[src/rtl/assert_macros.svh]
// Assertion macros used by the segment_fit_allocator RTL
`ifndef ASSERT_MACROS_SVH
`define ASSERT_MACROS_SVH
// Implication checked on every rising clock edge outside reset
`define SFA_ASSERT_IMPL(label, clk, rst_n, ante, cons) \
    label: assert property (@(posedge clk) disable iff (!rst_n) (ante) |-> (cons)) \
        else $error("assertion failed");
// Next-cycle implication outside reset
`define SFA_ASSERT_NEXT(label, clk, rst_n, ante, cons) \
    label: assert property (@(posedge clk) disable iff (!rst_n) (ante) |=> (cons)) \
        else $error("assertion failed");
`endif

[src/rtl/sfa_pkg.sv]
// ----------------------------------------------------------------------------
// sfa_pkg: shared types and constants
// Types, sizes and codes of the segment fit allocator.
// ----------------------------------------------------------------------------
`default_nettype none
package sfa_pkg;
    localparam int MemWords    = 1024;
    localparam int Processes   = 6;
    localparam int SegsPerProc = 10;
    localparam int HoleSlots   = 64;
    localparam int AW = $clog2(MemWords);
    localparam int SW = $clog2(MemWords + 1);
    localparam int PW = $clog2(Processes + 1);
    localparam int CW = $clog2(SegsPerProc + 1);
    localparam int HW = $clog2(HoleSlots);
    localparam int SegSlots = Processes * SegsPerProc;
    localparam int GW = $clog2(SegSlots);

    localparam logic [1:0] ST_ALLOCATED  = 2'd0;
    localparam logic [1:0] ST_NO_FIT     = 2'd1;
    localparam logic [1:0] ST_TABLE_FULL = 2'd2;
    localparam logic [1:0] ST_FREED      = 2'd3;

    localparam logic [1:0] POL_FIRST = 2'd0;
    localparam logic [1:0] POL_BEST  = 2'd1;
    localparam logic [1:0] POL_WORST = 2'd2;

    localparam logic OP_ALLOC = 1'b0;
    localparam logic OP_FREE  = 1'b1;

    typedef struct packed {
        logic          operation;
        logic [PW-1:0] process_id;
        logic [SW-1:0] alloc_size;
    } t_req;

    typedef struct packed {
        logic [1:0]    status;
        logic [AW-1:0] alloc_base;
        logic [SW-1:0] free_total;
    } t_rsp;

    // Hole entry carried along the chain
    typedef struct packed {
        logic          valid;
        logic [AW-1:0] base;
        logic [SW-1:0] size;
    } t_hole;

    // Candidate travelling with the scan
    typedef struct packed {
        logic          found;
        logic [HW-1:0] idx;
        logic [AW-1:0] base;
        logic [SW-1:0] size;
    } t_cand;

    // Command from controller to the cell chain
    typedef struct packed {
        logic          shift;   // rotate all cells by one place
        logic          pick;    // evaluate candidate on head cell
        logic          merge;   // match freed range against head cell
        logic          write;   // overwrite head cell with wdata
        t_hole         wdata;
    } t_ctl;
endpackage
`default_nettype wire

[src/rtl/segment_fit_allocator.sv]
// Segment fit allocator: hole table as a rotating ring of 64 cells.
// Allocate: a pick pass over the ring, an update pass and a done state, then the strobe;
// the next request can be taken in the strobe's cycle.
// Free: per segment a read, load, match pass and write pass, then a final read and load
// and the done state before the strobe; busy stays high throughout.
// Synchronous active-low reset restores one hole covering all memory; no output stall.
`default_nettype none
module segment_fit_allocator import sfa_pkg::*; (
    input  wire logic       i_clk,
    input  wire logic       i_rst_n,
    input  wire logic       start,
    output      logic       busy,
    input  wire t_req       i_req,
    output      logic       o_rsp_valid,
    output      t_rsp       o_rsp,
    input  wire logic       i_cfg_valid,
    output      logic       o_cfg_ready,
    input  wire logic [1:0] i_cfg_data
);
`include "assert_macros.svh"

    typedef enum logic [7:0] {
        S_IDLE  = 8'b00000001,
        S_PICK  = 8'b00000010,
        S_APPLY = 8'b00000100,
        S_FRD   = 8'b00001000,
        S_FLOAD = 8'b00010000,
        S_FSCAN = 8'b00100000,
        S_FWRT  = 8'b01000000,
        S_DONE  = 8'b10000000
    } t_state;

    t_state        r_state, n_state;
    logic [1:0]    r_policy;
    t_req          r_req;
    logic [HW:0]   r_cnt;
    t_cand         r_cand;
    logic [SW-1:0] r_free;
    t_rsp          r_rsp;
    logic          r_rsp_valid;
    logic [CW-1:0] r_segcnt [Processes];
    logic [CW-1:0] r_k;
    logic [AW-1:0] r_fbase;
    logic [SW-1:0] r_flen;
    logic          r_below, r_above, r_spare;
    logic [HW-1:0] r_bidx, r_aidx, r_sidx;
    logic [SW-1:0] r_asize;
    logic [AW-1:0] r_seg_base [SegSlots];
    logic [SW-1:0] r_seg_len  [SegSlots];
    logic [AW-1:0] r_rd_base;
    logic [SW-1:0] r_rd_len;

    t_ctl          w_ctl;
    t_hole         w_head;
    logic [HW-1:0] w_pos;
    logic          w_pid_ok;
    logic [PW-1:0] w_p;
    logic [CW-1:0] w_cnt_p;
    logic          w_fits, w_better, w_take;
    logic [GW-1:0] w_slot;
    logic [AW-1:0] w_end;
    logic          w_last;

    sfa_ring u_ring (
        .i_clk   (i_clk),
        .i_rst_n (i_rst_n),
        .i_ctl   (w_ctl),
        .o_head  (w_head)
    );

    assign w_pos    = r_cnt[HW-1:0];
    assign w_last   = (r_cnt == (HW+1)'(HoleSlots - 1));
    assign w_pid_ok = (r_req.process_id >= PW'(1)) && (r_req.process_id <= PW'(Processes));
    assign w_p      = w_pid_ok ? PW'(r_req.process_id - PW'(1)) : '0;
    assign w_cnt_p  = r_segcnt[w_p];
    assign w_slot   = GW'(w_p * SegsPerProc) + GW'(r_k);
    assign w_end    = AW'(w_head.base + w_head.size[AW-1:0]);

    // Candidate test on the head cell
    always_comb begin
        w_fits   = w_head.valid && (w_head.size >= r_req.alloc_size);
        w_better = 1'b0;
        case (r_policy)
            POL_FIRST: w_better = w_head.base < r_cand.base;
            POL_BEST:  w_better = (w_head.size < r_cand.size) ||
                                  (w_head.size == r_cand.size && w_head.base < r_cand.base);
            POL_WORST: w_better = (w_head.size > r_cand.size) ||
                                  (w_head.size == r_cand.size && w_head.base < r_cand.base);
            default:   w_better = 1'b0;
        endcase
        w_take = w_fits && (!r_cand.found || w_better);
    end

    // Ring commands per state
    always_comb begin
        w_ctl       = '0;
        w_ctl.wdata = w_head;
        case (r_state)
            S_PICK:  w_ctl.shift = 1'b1;
            S_APPLY: begin
                w_ctl.shift = 1'b1;
                if (r_cand.found && w_pos == r_cand.idx) begin
                    w_ctl.write = 1'b1;
                    if (w_head.size == r_req.alloc_size) begin
                        w_ctl.wdata.valid = 1'b0;
                    end else begin
                        w_ctl.wdata.base = AW'(w_head.base + r_req.alloc_size[AW-1:0]);
                        w_ctl.wdata.size = w_head.size - r_req.alloc_size;
                    end
                end
            end
            S_FSCAN: w_ctl.shift = 1'b1;
            S_FWRT:  begin
                w_ctl.shift = 1'b1;
                if (r_below && w_pos == r_bidx) begin
                    w_ctl.write      = 1'b1;
                    w_ctl.wdata.size = w_head.size + r_flen + (r_above ? r_asize : '0);
                end else if (r_below && r_above && w_pos == r_aidx) begin
                    w_ctl.write       = 1'b1;
                    w_ctl.wdata.valid = 1'b0;
                end else if (!r_below && r_above && w_pos == r_aidx) begin
                    w_ctl.write      = 1'b1;
                    w_ctl.wdata.base = r_fbase;
                    w_ctl.wdata.size = w_head.size + r_flen;
                end else if (!r_below && !r_above && r_spare && w_pos == r_sidx) begin
                    w_ctl.write       = 1'b1;
                    w_ctl.wdata.valid = 1'b1;
                    w_ctl.wdata.base  = r_fbase;
                    w_ctl.wdata.size  = r_flen;
                end
            end
            default: ;
        endcase
    end

    // Next state
    always_comb begin
        n_state = r_state;
        case (r_state)
            S_IDLE: if (start) begin
                n_state = (i_req.operation == OP_FREE) ? S_FRD : S_PICK;
            end
            S_PICK: if (w_last) begin
                n_state = S_APPLY;
            end
            S_APPLY: if (w_last) begin
                n_state = S_DONE;
            end
            S_FRD:   n_state = S_FLOAD;
            S_FLOAD: n_state = (!w_pid_ok || r_k >= w_cnt_p || r_k >= CW'(SegsPerProc))
                               ? S_DONE : S_FSCAN;
            S_FSCAN: if (w_last) begin
                n_state = S_FWRT;
            end
            S_FWRT: if (w_last) begin
                n_state = S_FRD;
            end
            S_DONE:  n_state = S_IDLE;
            default: n_state = S_IDLE;
        endcase
    end

    // Segment table memory
    always_ff @(posedge i_clk) begin
        if (r_state == S_APPLY && w_last && r_cand.found && r_rsp.status == ST_ALLOCATED) begin
            r_seg_base[GW'(w_p * SegsPerProc) + GW'(w_cnt_p)] <= r_cand.base;
            r_seg_len[GW'(w_p * SegsPerProc) + GW'(w_cnt_p)]  <= r_req.alloc_size;
        end
        r_rd_base <= r_seg_base[w_slot];
        r_rd_len  <= r_seg_len[w_slot];
    end

    // Control and datapath registers
    always_ff @(posedge i_clk) begin
        if (!i_rst_n) begin
            r_state     <= S_IDLE;
            r_policy    <= POL_FIRST;
            r_free      <= SW'(MemWords);
            r_rsp_valid <= 1'b0;
            r_cnt       <= '0;
            r_k         <= '0;
            for (int i = 0; i < Processes; i++) begin
                r_segcnt[i] <= '0;
            end
        end else begin
            r_state     <= n_state;
            r_rsp_valid <= 1'b0;
            if (i_cfg_valid && o_cfg_ready) begin
                r_policy <= i_cfg_data;
            end
            case (r_state)
                S_IDLE: if (start) begin
                    r_req       <= i_req;
                    r_cnt       <= '0;
                    r_k         <= '0;
                    r_cand      <= '0;
                    r_rsp       <= '0;
                end
                S_PICK: begin
                    r_cnt <= w_last ? '0 : r_cnt + 1'b1;
                    // Decide outcome on the last slot, before the update pass
                    if (w_last && (!w_pid_ok || w_cnt_p >= CW'(SegsPerProc))) begin
                        r_rsp.status <= ST_TABLE_FULL;
                        r_cand.found <= 1'b0;
                    end else if (w_last && (r_req.alloc_size == '0 || r_policy > POL_WORST ||
                                            !(r_cand.found || w_take))) begin
                        r_rsp.status <= ST_NO_FIT;
                        r_cand.found <= 1'b0;
                    end else begin
                        if (w_take) begin
                            r_cand <= '{found: 1'b1, idx: w_pos, base: w_head.base,
                                        size: w_head.size};
                        end
                        if (w_last) begin
                            r_rsp.status <= ST_ALLOCATED;
                        end
                    end
                end
                S_APPLY: begin
                    r_cnt <= w_last ? '0 : r_cnt + 1'b1;
                    if (w_last && r_cand.found && r_rsp.status == ST_ALLOCATED) begin
                        r_segcnt[w_p]    <= w_cnt_p + 1'b1;
                        r_free           <= r_free - r_req.alloc_size;
                        r_rsp.alloc_base <= r_cand.base;
                    end
                end
                S_FLOAD: begin
                    r_rsp.status <= ST_FREED;
                    r_fbase      <= r_rd_base;
                    r_flen       <= r_rd_len;
                    r_below      <= 1'b0;
                    r_above      <= 1'b0;
                    r_spare      <= 1'b0;
                    r_cnt        <= '0;
                    if (w_pid_ok && (r_k >= w_cnt_p || r_k >= CW'(SegsPerProc))) begin
                        r_segcnt[w_p] <= '0;
                    end
                end
                S_FSCAN: begin
                    r_cnt <= w_last ? '0 : r_cnt + 1'b1;
                    if (!w_head.valid) begin
                        if (!r_spare) begin
                            r_spare <= 1'b1;
                            r_sidx  <= w_pos;
                        end
                    end else begin
                        if (w_end == r_fbase && (w_head.base + w_head.size) != SW'(0)
                            && SW'(w_head.base) + w_head.size == SW'(r_fbase)) begin
                            r_below <= 1'b1;
                            r_bidx  <= w_pos;
                        end
                        if (SW'(w_head.base) == SW'(r_fbase) + r_flen) begin
                            r_above <= 1'b1;
                            r_aidx  <= w_pos;
                            r_asize <= w_head.size;
                        end
                    end
                end
                S_FWRT: begin
                    r_cnt <= w_last ? '0 : r_cnt + 1'b1;
                    if (w_last) begin
                        r_k <= r_k + 1'b1;
                        if (r_below || r_above || r_spare) begin
                            r_free <= r_free + r_flen;
                        end
                    end
                end
                S_DONE: begin
                    r_rsp_valid       <= 1'b1;
                    r_rsp.free_total  <= r_free;
                end
                default: ;
            endcase
        end
    end

    assign busy        = (r_state != S_IDLE);
    assign o_cfg_ready = (r_state == S_IDLE);
    assign o_rsp_valid = r_rsp_valid;
    assign o_rsp       = r_rsp;

    `SFA_ASSERT_IMPL(a_rsp_idle, i_clk, i_rst_n, r_rsp_valid, r_state == S_IDLE)
    `SFA_ASSERT_NEXT(a_done_rsp, i_clk, i_rst_n, r_state == S_DONE, r_rsp_valid)
    `SFA_ASSERT_IMPL(a_free_cap, i_clk, i_rst_n, 1'b1, r_free <= SW'(MemWords))
endmodule
`default_nettype wire

[src/rtl/sfa_cell.sv]
// ----------------------------------------------------------------------------
// sfa_cell: one hole slot of the ring
// Holds one hole entry and hands it to its neighbour on every shift.
// ----------------------------------------------------------------------------
`default_nettype none
module sfa_cell import sfa_pkg::*; (
    input  wire logic  i_clk,
    input  wire logic  i_rst_n,
    input  wire logic  i_shift,
    input  wire logic  i_load,
    input  wire t_hole i_load_val,
    input  wire t_hole i_rst_val,
    input  wire t_hole i_prev,
    output      t_hole o_hole
);
    t_hole r_hole;
    // Reset, load, take neighbour's word, or hold
    always_ff @(posedge i_clk) begin
        if (!i_rst_n) begin
            r_hole <= i_rst_val;
        end else if (i_load) begin
            r_hole <= i_load_val;
        end else if (i_shift) begin
            r_hole <= i_prev;
        end
    end
    assign o_hole = r_hole;
endmodule
`default_nettype wire

[src/rtl/sfa_ring.sv]
// ----------------------------------------------------------------------------
// sfa_ring: ring of hole cells
// Rotates hole entries past the head cell, where the controller looks.
// ----------------------------------------------------------------------------
`default_nettype none
module sfa_ring import sfa_pkg::*; (
    input  wire logic  i_clk,
    input  wire logic  i_rst_n,
    input  wire t_ctl  i_ctl,
    output      t_hole o_head
);
    t_hole w_h [HoleSlots];
    genvar g;
    // Cell g takes from cell g+1; head is cell 0, which passes to the tail
    for (g = 0; g < HoleSlots; g++) begin : g_cell
        t_hole w_rst;
        t_hole w_prev;
        assign w_rst.valid = (g == 0);
        assign w_rst.base  = '0;
        assign w_rst.size  = (g == 0) ? SW'(MemWords) : '0;
        if (g == HoleSlots - 1) begin : g_tail
            // head leaves with its written value when write and shift coincide
            assign w_prev = i_ctl.write ? i_ctl.wdata : w_h[0];
        end else begin : g_mid
            assign w_prev = w_h[g+1];
        end
        sfa_cell u_cell (
            .i_clk      (i_clk),
            .i_rst_n    (i_rst_n),
            .i_shift    (i_ctl.shift),
            .i_load     (g == 0 && i_ctl.write && !i_ctl.shift),
            .i_load_val (i_ctl.wdata),
            .i_rst_val  (w_rst),
            .i_prev     (w_prev),
            .o_hole     (w_h[g])
        );
    end
    assign o_head = w_h[0];
endmodule
`default_nettype wire
[config.mk]
export PLATFORM = sky130hd
export DESIGN_NAME = segment_fit_allocator
export DESIGN_NICKNAME = d
export VERILOG_FILES = /design/src/rtl/sfa_pkg.sv /design/src/rtl/segment_fit_allocator.sv /design/src/rtl/sfa_cell.sv /design/src/rtl/sfa_ring.sv
export VERILOG_INCLUDE_DIRS = /design/src /design/src/rtl
export SDC_FILE = /design/constraint.sdc
export NUM_CORES = 2
export LEC_CHECK = 0
export BUFFER_PORTS_ARGS = -buffer_cell sky130_fd_sc_hd__clkbuf_2
export CAP_MARGIN = 20
export CORE_ASPECT_RATIO = 1.5
export CORE_MARGIN = 10
export CORE_UTILIZATION = 35
export CTS_CLUSTER_SIZE = 12
export DETAILED_ROUTE_END_ITERATION = 16
export PLACE_DENSITY_LB_ADDON = 0.2
export SLEW_MARGIN = 20
export SYNTH_ARGS = -nofsm -noshare
export SYNTH_HDL_FRONTEND = slang
export SYNTH_SLANG_ARGS = --single-unit
[constraint.sdc]
create_clock -name i_clk -period 8.3 [get_ports i_clk]
set_clock_uncertainty 0.1 [all_clocks]
set_input_delay 1.66 -clock i_clk [delete_from_list [all_inputs] [get_ports i_clk]]
set_output_delay 1.66 -clock i_clk [all_outputs]
set_load 0.005 [all_outputs]
# After elaboration in Yosys (flattened, before gate mapping)
# Memory sizes are Yosys's and may differ from the RTL's. A register that Yosys moved wholly into a read port is not among the register bits.
# Index checks and enable logic that the tools add are counted.
dict set report classes {
  order_cmp 10
  eq_ne 37
  muxes 77
  div 0
  multipliers 1
  n_reduce_logical 75
  shifts 0
  n_bitwise 3
  add_sub_neg 15
}
# operator count
set op_table {}
lappend op_table {{$mux 23} 3}
lappend op_table {{$mux 11} 6}
lappend op_table {{$mux 22} 3}
lappend op_table {{$mux 21} 3}
lappend op_table {{$mux 28} 2}
lappend op_table {{$pmux 28 s2} 1}
lappend op_table {{$pmux 8 s7} 1}
lappend op_table {{$mux 27} 2}
lappend op_table {{$mux 8} 6}
lappend op_table {{$pmux 23 s2} 1}
lappend op_table {{$pmux 11 s2} 2}
lappend op_table {{$reduce_and 4->1} 9}
lappend op_table {{$add 11x11->11} 3}
lappend op_table {{$logic_and 1x1->1} 25}
lappend op_table {{$mux 1} 25}
lappend op_table {{$eq 6x6->1} 4}
lappend op_table {{$ne 2x2->1 const B} 12}
lappend op_table {{$add 10x11->11} 2}
lappend op_table {{$eq 11x11->1} 2}
lappend op_table {{$sub 11x11->11} 2}
lappend op_table {{$pmux 7 s3} 1}
lappend op_table {{$add 10x10->10} 2}
lappend op_table {{$mux 4} 5}
lappend op_table {{$pmux 10 s2} 1}
lappend op_table {{other kinds (53)} 95}
dict set report totals {
  regBits 1559
  ramBits 1284
  output_inout_bits 26
  word_cells 437
  latch_bits 0
  input_bits 21
  n_memories 3
  mem_bits_ro 0
}
# name words width read_ports rd_clocked_by_memory_dff write_ports line
set mem_list {}
lappend mem_list {r_seg_len 60 11 1 1 1 segment_fit_allocator.sv:49} ;# logic [SW-1:0] r_seg_len [SegSlots];
lappend mem_list {r_seg_base 60 10 1 1 1 segment_fit_allocator.sv:48} ;# logic [AW-1:0] r_seg_base [SegSlots];
lappend mem_list {r_segcnt 6 4 1 0 6 segment_fit_allocator.sv:41} ;# logic [CW-1:0] r_segcnt [Processes];

# Longest topological paths before layout
# An unclocked memory read counts as a cell.
dict set report logic_depth {
  word_depth 14
  depth_mapped 20
  depth_no_buf 17
}

# By module
# From an unflattened synthesis, not the netlist that was laid out.
dict set report unflattened {
  cells_unflattened 9616
  area_unflattened_um2 135999.2
}
# module cells_per_inst area_per_inst_um2 seq_area_each_um2 instances
set by_module_without_submodules {}
lappend by_module_without_submodules {sfa_cell 97 1158.6 660.6 64}
lappend by_module_without_submodules {segment_fit_allocator 3381 61564.0 43421.6 1}
lappend by_module_without_submodules {sfa_ring 27 284.0 0.0 1}

# Worst setup path before layout
# No wires, ideal clock.
dict set report synth_timing {
  kind {register to register}
  startpoint {register r_req[11] (netlist name)}
  endpoint {memory r_seg_base[24][0] (netlist name), enable pin}
  t_arrival_ns 4.439
  required_time_ns 7.801
  stages_incl_launch_ff 16
  setup_time_ns 0.399
  setup_slack_ns 3.363
  cell_sequence {edfxtp_1 clkinv_1 ha_1 nand3b_1 nand3_1 buf_2 mux2_2 o211ai_1 nand2_1 ha_1 a21o_1 a21oi_1 xor2_1 nor4_1 nand2_1 nor2_1}
}
dict set report synth_between {
  elab_chain_len 5
  elab_cells_between_ends 8
  cone_classes {add/sub (2); mul (1); order compare (2); mux (1); reduce/logical (1); memory (1)}
}
# item line
set synth_rtl {}
lappend synth_rtl {{from (decl)} segment_fit_allocator.sv:35} ;# t_req r_req;
lappend synth_rtl {{from (signal assigned)} segment_fit_allocator.sv:193} ;# r_req <= i_req;
lappend synth_rtl {{$ge 3x1->1 or $le 3x3->1 (tied branches)} segment_fit_allocator.sv:73} ;# assign w_pid_ok = (r_req.process_id >= PW'(1)) && (r_req.process_id <= PW'(Processes));
lappend synth_rtl {{$logic_and 1x1->1} segment_fit_allocator.sv:73}
lappend synth_rtl {{$mux 3 *} segment_fit_allocator.sv:74} ;# assign w_p = w_pid_ok ? PW'(r_req.process_id - PW'(1)) : '0;
lappend synth_rtl {{$mul 3x3->5 or $mem_v2 6x4 (tied branches)} n/a}
lappend synth_rtl {{$add 6x4->6 *} segment_fit_allocator.sv:166} ;# r_seg_base[GW'(w_p * SegsPerProc) + GW'(w_cnt_p)] <= r_cand.base;
lappend synth_rtl {{to (decl)} segment_fit_allocator.sv:48}
# Every way passes the cells marked *; elsewhere a longest branch is shown, timed or not.

# Worst setup path in the final report
dict set report layout_timing {
  startpoint {register r_req[11] (netlist name)}
  endpoint {memory r_seg_len[28][2] (netlist name), enable pin}
}
dict set report layout_between {
  elab_chain_len 5
  elab_cells_between_ends 8
  cone_classes {add/sub (2); mul (1); order compare (2); mux (1); reduce/logical (1); memory (1)}
}
# item line
set layout_rtl {}
lappend layout_rtl {{$ge 3x1->1 or $le 3x3->1 (tied branches)} segment_fit_allocator.sv:73}
lappend layout_rtl {{$logic_and 1x1->1} segment_fit_allocator.sv:73}
lappend layout_rtl {{$mux 3 *} segment_fit_allocator.sv:74}
lappend layout_rtl {{$mul 3x3->5 or $mem_v2 6x4 (tied branches)} n/a}
lappend layout_rtl {{$add 6x4->6 *} segment_fit_allocator.sv:167} ;# r_seg_len[GW'(w_p * SegsPerProc) + GW'(w_cnt_p)] <= r_req.alloc_size;
lappend layout_rtl {{to (decl)} segment_fit_allocator.sv:49}
# Marks and branches as above.

==> flow_metrics.py <==
metrics = {
    "run_status": {
        "status": "finished clean",
    },
    "detailed_routing": {
        "wl_per_cell_um": 19.5,
        "initialDrtViolationCount": 4903,
        "drc": 0,
        "dr.pass1.iters": 6,
        "routed_wl_um": 265000,
        "num_vias": 68600,
        "viasPerCell": 5.03,
        "ant_nets": 0,
    },
    "yosys": {
        "syn-mean-instance-area_sq_um": 11.6,
        "ys_types": 87,
        "ys_ff_latch": 2872,
        "synth.top_cell.area_share_pct": 38.6,
        "ys_seq_area_share_pct": 65.3,
        "synth_cells": 9425,
        "ys.flop_type": "dfxtp_1",
        "synth_area_leader_cell": "edfxtp_1",
        "synth_nets": 9569,
        "synth-edff-count": 1410,
        "netlist_area_sq_um": 110000,
        "async_flop_share_pct": 0,
        "synth_area_leaders": "edfxtp_1 39%, dfxtp_1 27%, nand2_1 10%, mux4_2 7.8%, a21oi_1 6.7%",
        "yosys_warnings": 0,
    },
    "cts": {
        "clockBufferDepth": 4,
        "ctsHoldBuffers": 0,
        "cts_resized": 0,
        "post_cts_buffers": 0,
        "cts_buffers": 297,
        "clk_pin_slew_ns": 0.06,
        "htree_levels": 5,
        "cts_root_buffer": "clkbuf_16",
        "cts_sinks": 2872,
        "cts_tree": "built",
        "clk_latency_ns": 0.89,
    },
    "worst_setup_path": {
        "cp.depth": 16,
        "critPathBufInv": 3,
        "ff2ff_setup_slack_ns": 2.12,
        "critPathCaptureType": "flop",
        "setup.worst_path.end": "r_seg_len[28][2]$_DFFE_PP_",
        "r2r-end": "r_seg_len[28][2]$_DFFE_PP_",
        "slowest_delay_ns": 0.80,
        "path_cells": "clkinv_1, ha_1, nand3b_1, nand3_1, inv_1, o211ai_1, a22o_1, ha_1, inv_1, fa_1, nor2b_1, o21ai_0, xnor2_1, nor2_1, nand2_1, nor2_4",
        "start_kind": "flop",
        "required_ns": 8.64,
        "regToRegStartpoint": "r_req[11]$_DFFE_PP_",
        "crit_start": "r_req[11]$_DFFE_PP_",
        "cp.arrival_ns": 6.52,
        "path_max_fanout": 21,
        "cp_top_family": "simple AND/OR/NAND/NOR gates",
        "rr_worst_depth": 16,
        "criticalPathCategory": "flop to flop",
        "slowest_stage": "nor2_4",
    },
    "place": {
        "gp_congestion": 0.867,
        "place_worst_setup_slack_ns": 1.86,
        "hpwl_um": 159000,
        "port-buffer-count": 46,
    },
    "sta": {
        "tightest_slew_ns": 1.15,
        "setup_violations": 0,
        "setup_slack_ns": 2.12,
        "period_share_pct": 74.4,
        "max_slew_margin_pct": 23.4,
        "rsz0062_at_grt": "false",
        "post-route-min-period_ns": 6.18,
        "fmax_mhz": 162,
        "fin_setup_tns_ns": 0,
        "finalHoldViolations": 0,
        "drv_slew": 0,
    },
    "pwr": {
        "peakVddDrop_mv": 0.170,
        "powerDensity_nw_per_um2": 238,
        "cellLeakagePower_uw": 0.0386,
    },
    "die": {
        "rows": 251,
        "io-pin-count": 47,
        "die_x_um": 477,
        "coreArea_sq_um": 312000,
        "die_y_um": 706,
        "die_area_sq_um": 337000,
        "initial_core_util_pct": 35.2,
    },
    "global_routing": {
        "grt_pass1_wl_um": 407000,
        "antenna_found_initial": 6,
        "track_usage_pct": 15.2,
        "grt_pass1_vias": 68500,
        "grt-ovfl-total": 0,
        "grt_max_degree": 251,
    },
    "cells_and_area": {
        "final_common_cell": "nand2_1",
        "final_cell_mix": "2,919 x nand2_1, 1,478 x a21oi_1, 1,461 x dfxtp_1",
        "areaGrowthSynthToFinish_pct": 11.6,
        "drive_gt1_share_pct": 11.0,
        "nNetsFinal": 9447,
    },
    "min_path": {
        "hp-class": "flop to flop",
    },
    "run": {
        "drv_cap": 0,
    },
}
## per-stage QoR
step / utilization [%] / total power, uW / hold WS [ns] / instance area, sq um / instances
global route: 39.3 / 30200 / 0.307 / 122000 / 13600
floorplan: - / 16400 / 0.286 / 110000 / 9425
global placement: 36.5 / 17200 / 0.332 / 114000 / 13200
CTS: 39.2 / 29600 / 0.295 / 122000 / 13600
detailed placement: 36.5 / 17200 / 0.338 / 114000 / 13200
finish: 39.3 / 29200 / 0.289 / 122000 / 13600
## sequential cells by signal (all words and copies together) (netlist names), 2 cells and up
signal / count
r_free: 11
r_sidx: 6
r_cnt: 7
r_segcnt: 32
r_flen: 11
r_cand: 28
r_policy: 2
u_ring.g_cell.u_cell.o_hole: 1408
r_bidx: 6
o_rsp: 23
r_rd_len: 11
r_k: 4
r_rd_base: 10
r_req: 14
r_seg_base: 600
r_state: 8
r_seg_len: 660
r_aidx: 6
r_asize: 11
r_fbase: 10
## layout make-up
type | instances | area (sq um)
Fill cell | 29800 | 189000
Sequential cell | 2872 | 71600
Multi-Input combinational cell | 5852 | 35100
Clock buffer | 403 | 8080
Tap cell | 4174 | 5220
Timing Repair Buffer | 196 | 1640
Clock inverter | 51 | 503
Inverter | 84 | 323
Antenna cell | 2 | 5.00
## report_power, final
| part | switching, uW | internal [uW] |
|---|---|---|
| Sequential | 83.9 | 15000 |
| Clock | 5370 | 6930 |
| Combinational | 1280 | 466 |
## routing by layer
layer | share of wire (%) | vias to the layer above | routed length, um | GRT usage [%]
li1 | - | 32700 | - | -
met1 | 40 | 34200 | 105000 | 17.6
met2 | 52 | 1209 | 137000 | 27.7
met3 | 3.7 | 546 | 9710 | 2.02
met4 | 4.9 | 0 | 12900 | 6.89
met5 | 0 | - | 0 | 0
## tightest hold or removal path: stages (launching register included)
cell	delay, ns
dfxtp_1	0.31
nand2_1	0.05
a21oi_1	0.05
## cells by family after synthesis
| family | Yosys count | synth area share [%] |
|---|---|---|
| flops | 2872 | 65.3 |
| compound gates | 1794 | 8.67 |
| fa+ha+maj | 123 | 1.46 |
| mux | 442 | 8.35 |
| simple gates | 3380 | 12.2 |
| xor+xnor | 113 | 0.946 |
| buf+inv | 701 | 3.08 |
## synth_stat cells (6+ instances only)
library cell	count
o31ai_1	8
a21oi_1	1478
nand3_1	41
o21a_1	8
nand2b_1	13
dfxtp_1	1462
o21bai_1	8
xnor2_1	64
o21ai_0	140
mux2_2	6
o2111ai_1	7
a22oi_1	8
nor3_1	38
or3_1	17
fa_1	9
inv_1	80
buf_1	22
clkbuf_1	359
mux4_2	378
o211ai_1	18
nand3b_1	10
nor2_1	210
a211oi_1	18
a221oi_1	6
a221o_1	6
nor2b_1	10
edfxtp_1	1410
buf_2	136
a31oi_1	15
a21o_1	20
and4b_1	7
ha_1	114
and2_1	52
nand2_1	2919
buf_4	47
a2111oi_0	7
mux2i_1	58
buf_6	53
nand4_1	16
xor2_1	45
## how the worst min path moves through the flow
stage / start / end / slack [ns] / depth (start not counted)
CTS: u_ring.g_cell[38].u_cell.o_hole[17]$_SDFFE_PN0P_ / u_ring.g_cell[37].u_cell.o_hole[17]$_SDFFE_PN0P_ / 0.29 / 2
detailed placement: r_cnt[6]$_SDFFE_PN0P_ / r_cnt[6]$_SDFFE_PN0P_ / 0.34 / 2
global route: u_ring.g_cell[38].u_cell.o_hole[17]$_SDFFE_PN0P_ / u_ring.g_cell[37].u_cell.o_hole[17]$_SDFFE_PN0P_ / 0.31 / 2
finish: u_ring.g_cell[38].u_cell.o_hole[17]$_SDFFE_PN0P_ / u_ring.g_cell[37].u_cell.o_hole[17]$_SDFFE_PN0P_ / 0.29 / 2
global placement: r_cnt[6]$_SDFFE_PN0P_ / r_cnt[6]$_SDFFE_PN0P_ / 0.33 / 2
floorplan: r_rd_base[0]$_DFF_P_ / r_fbase[0]$_DFFE_PP_ / 0.29 / 0
(Power assumes the default switching activity.)
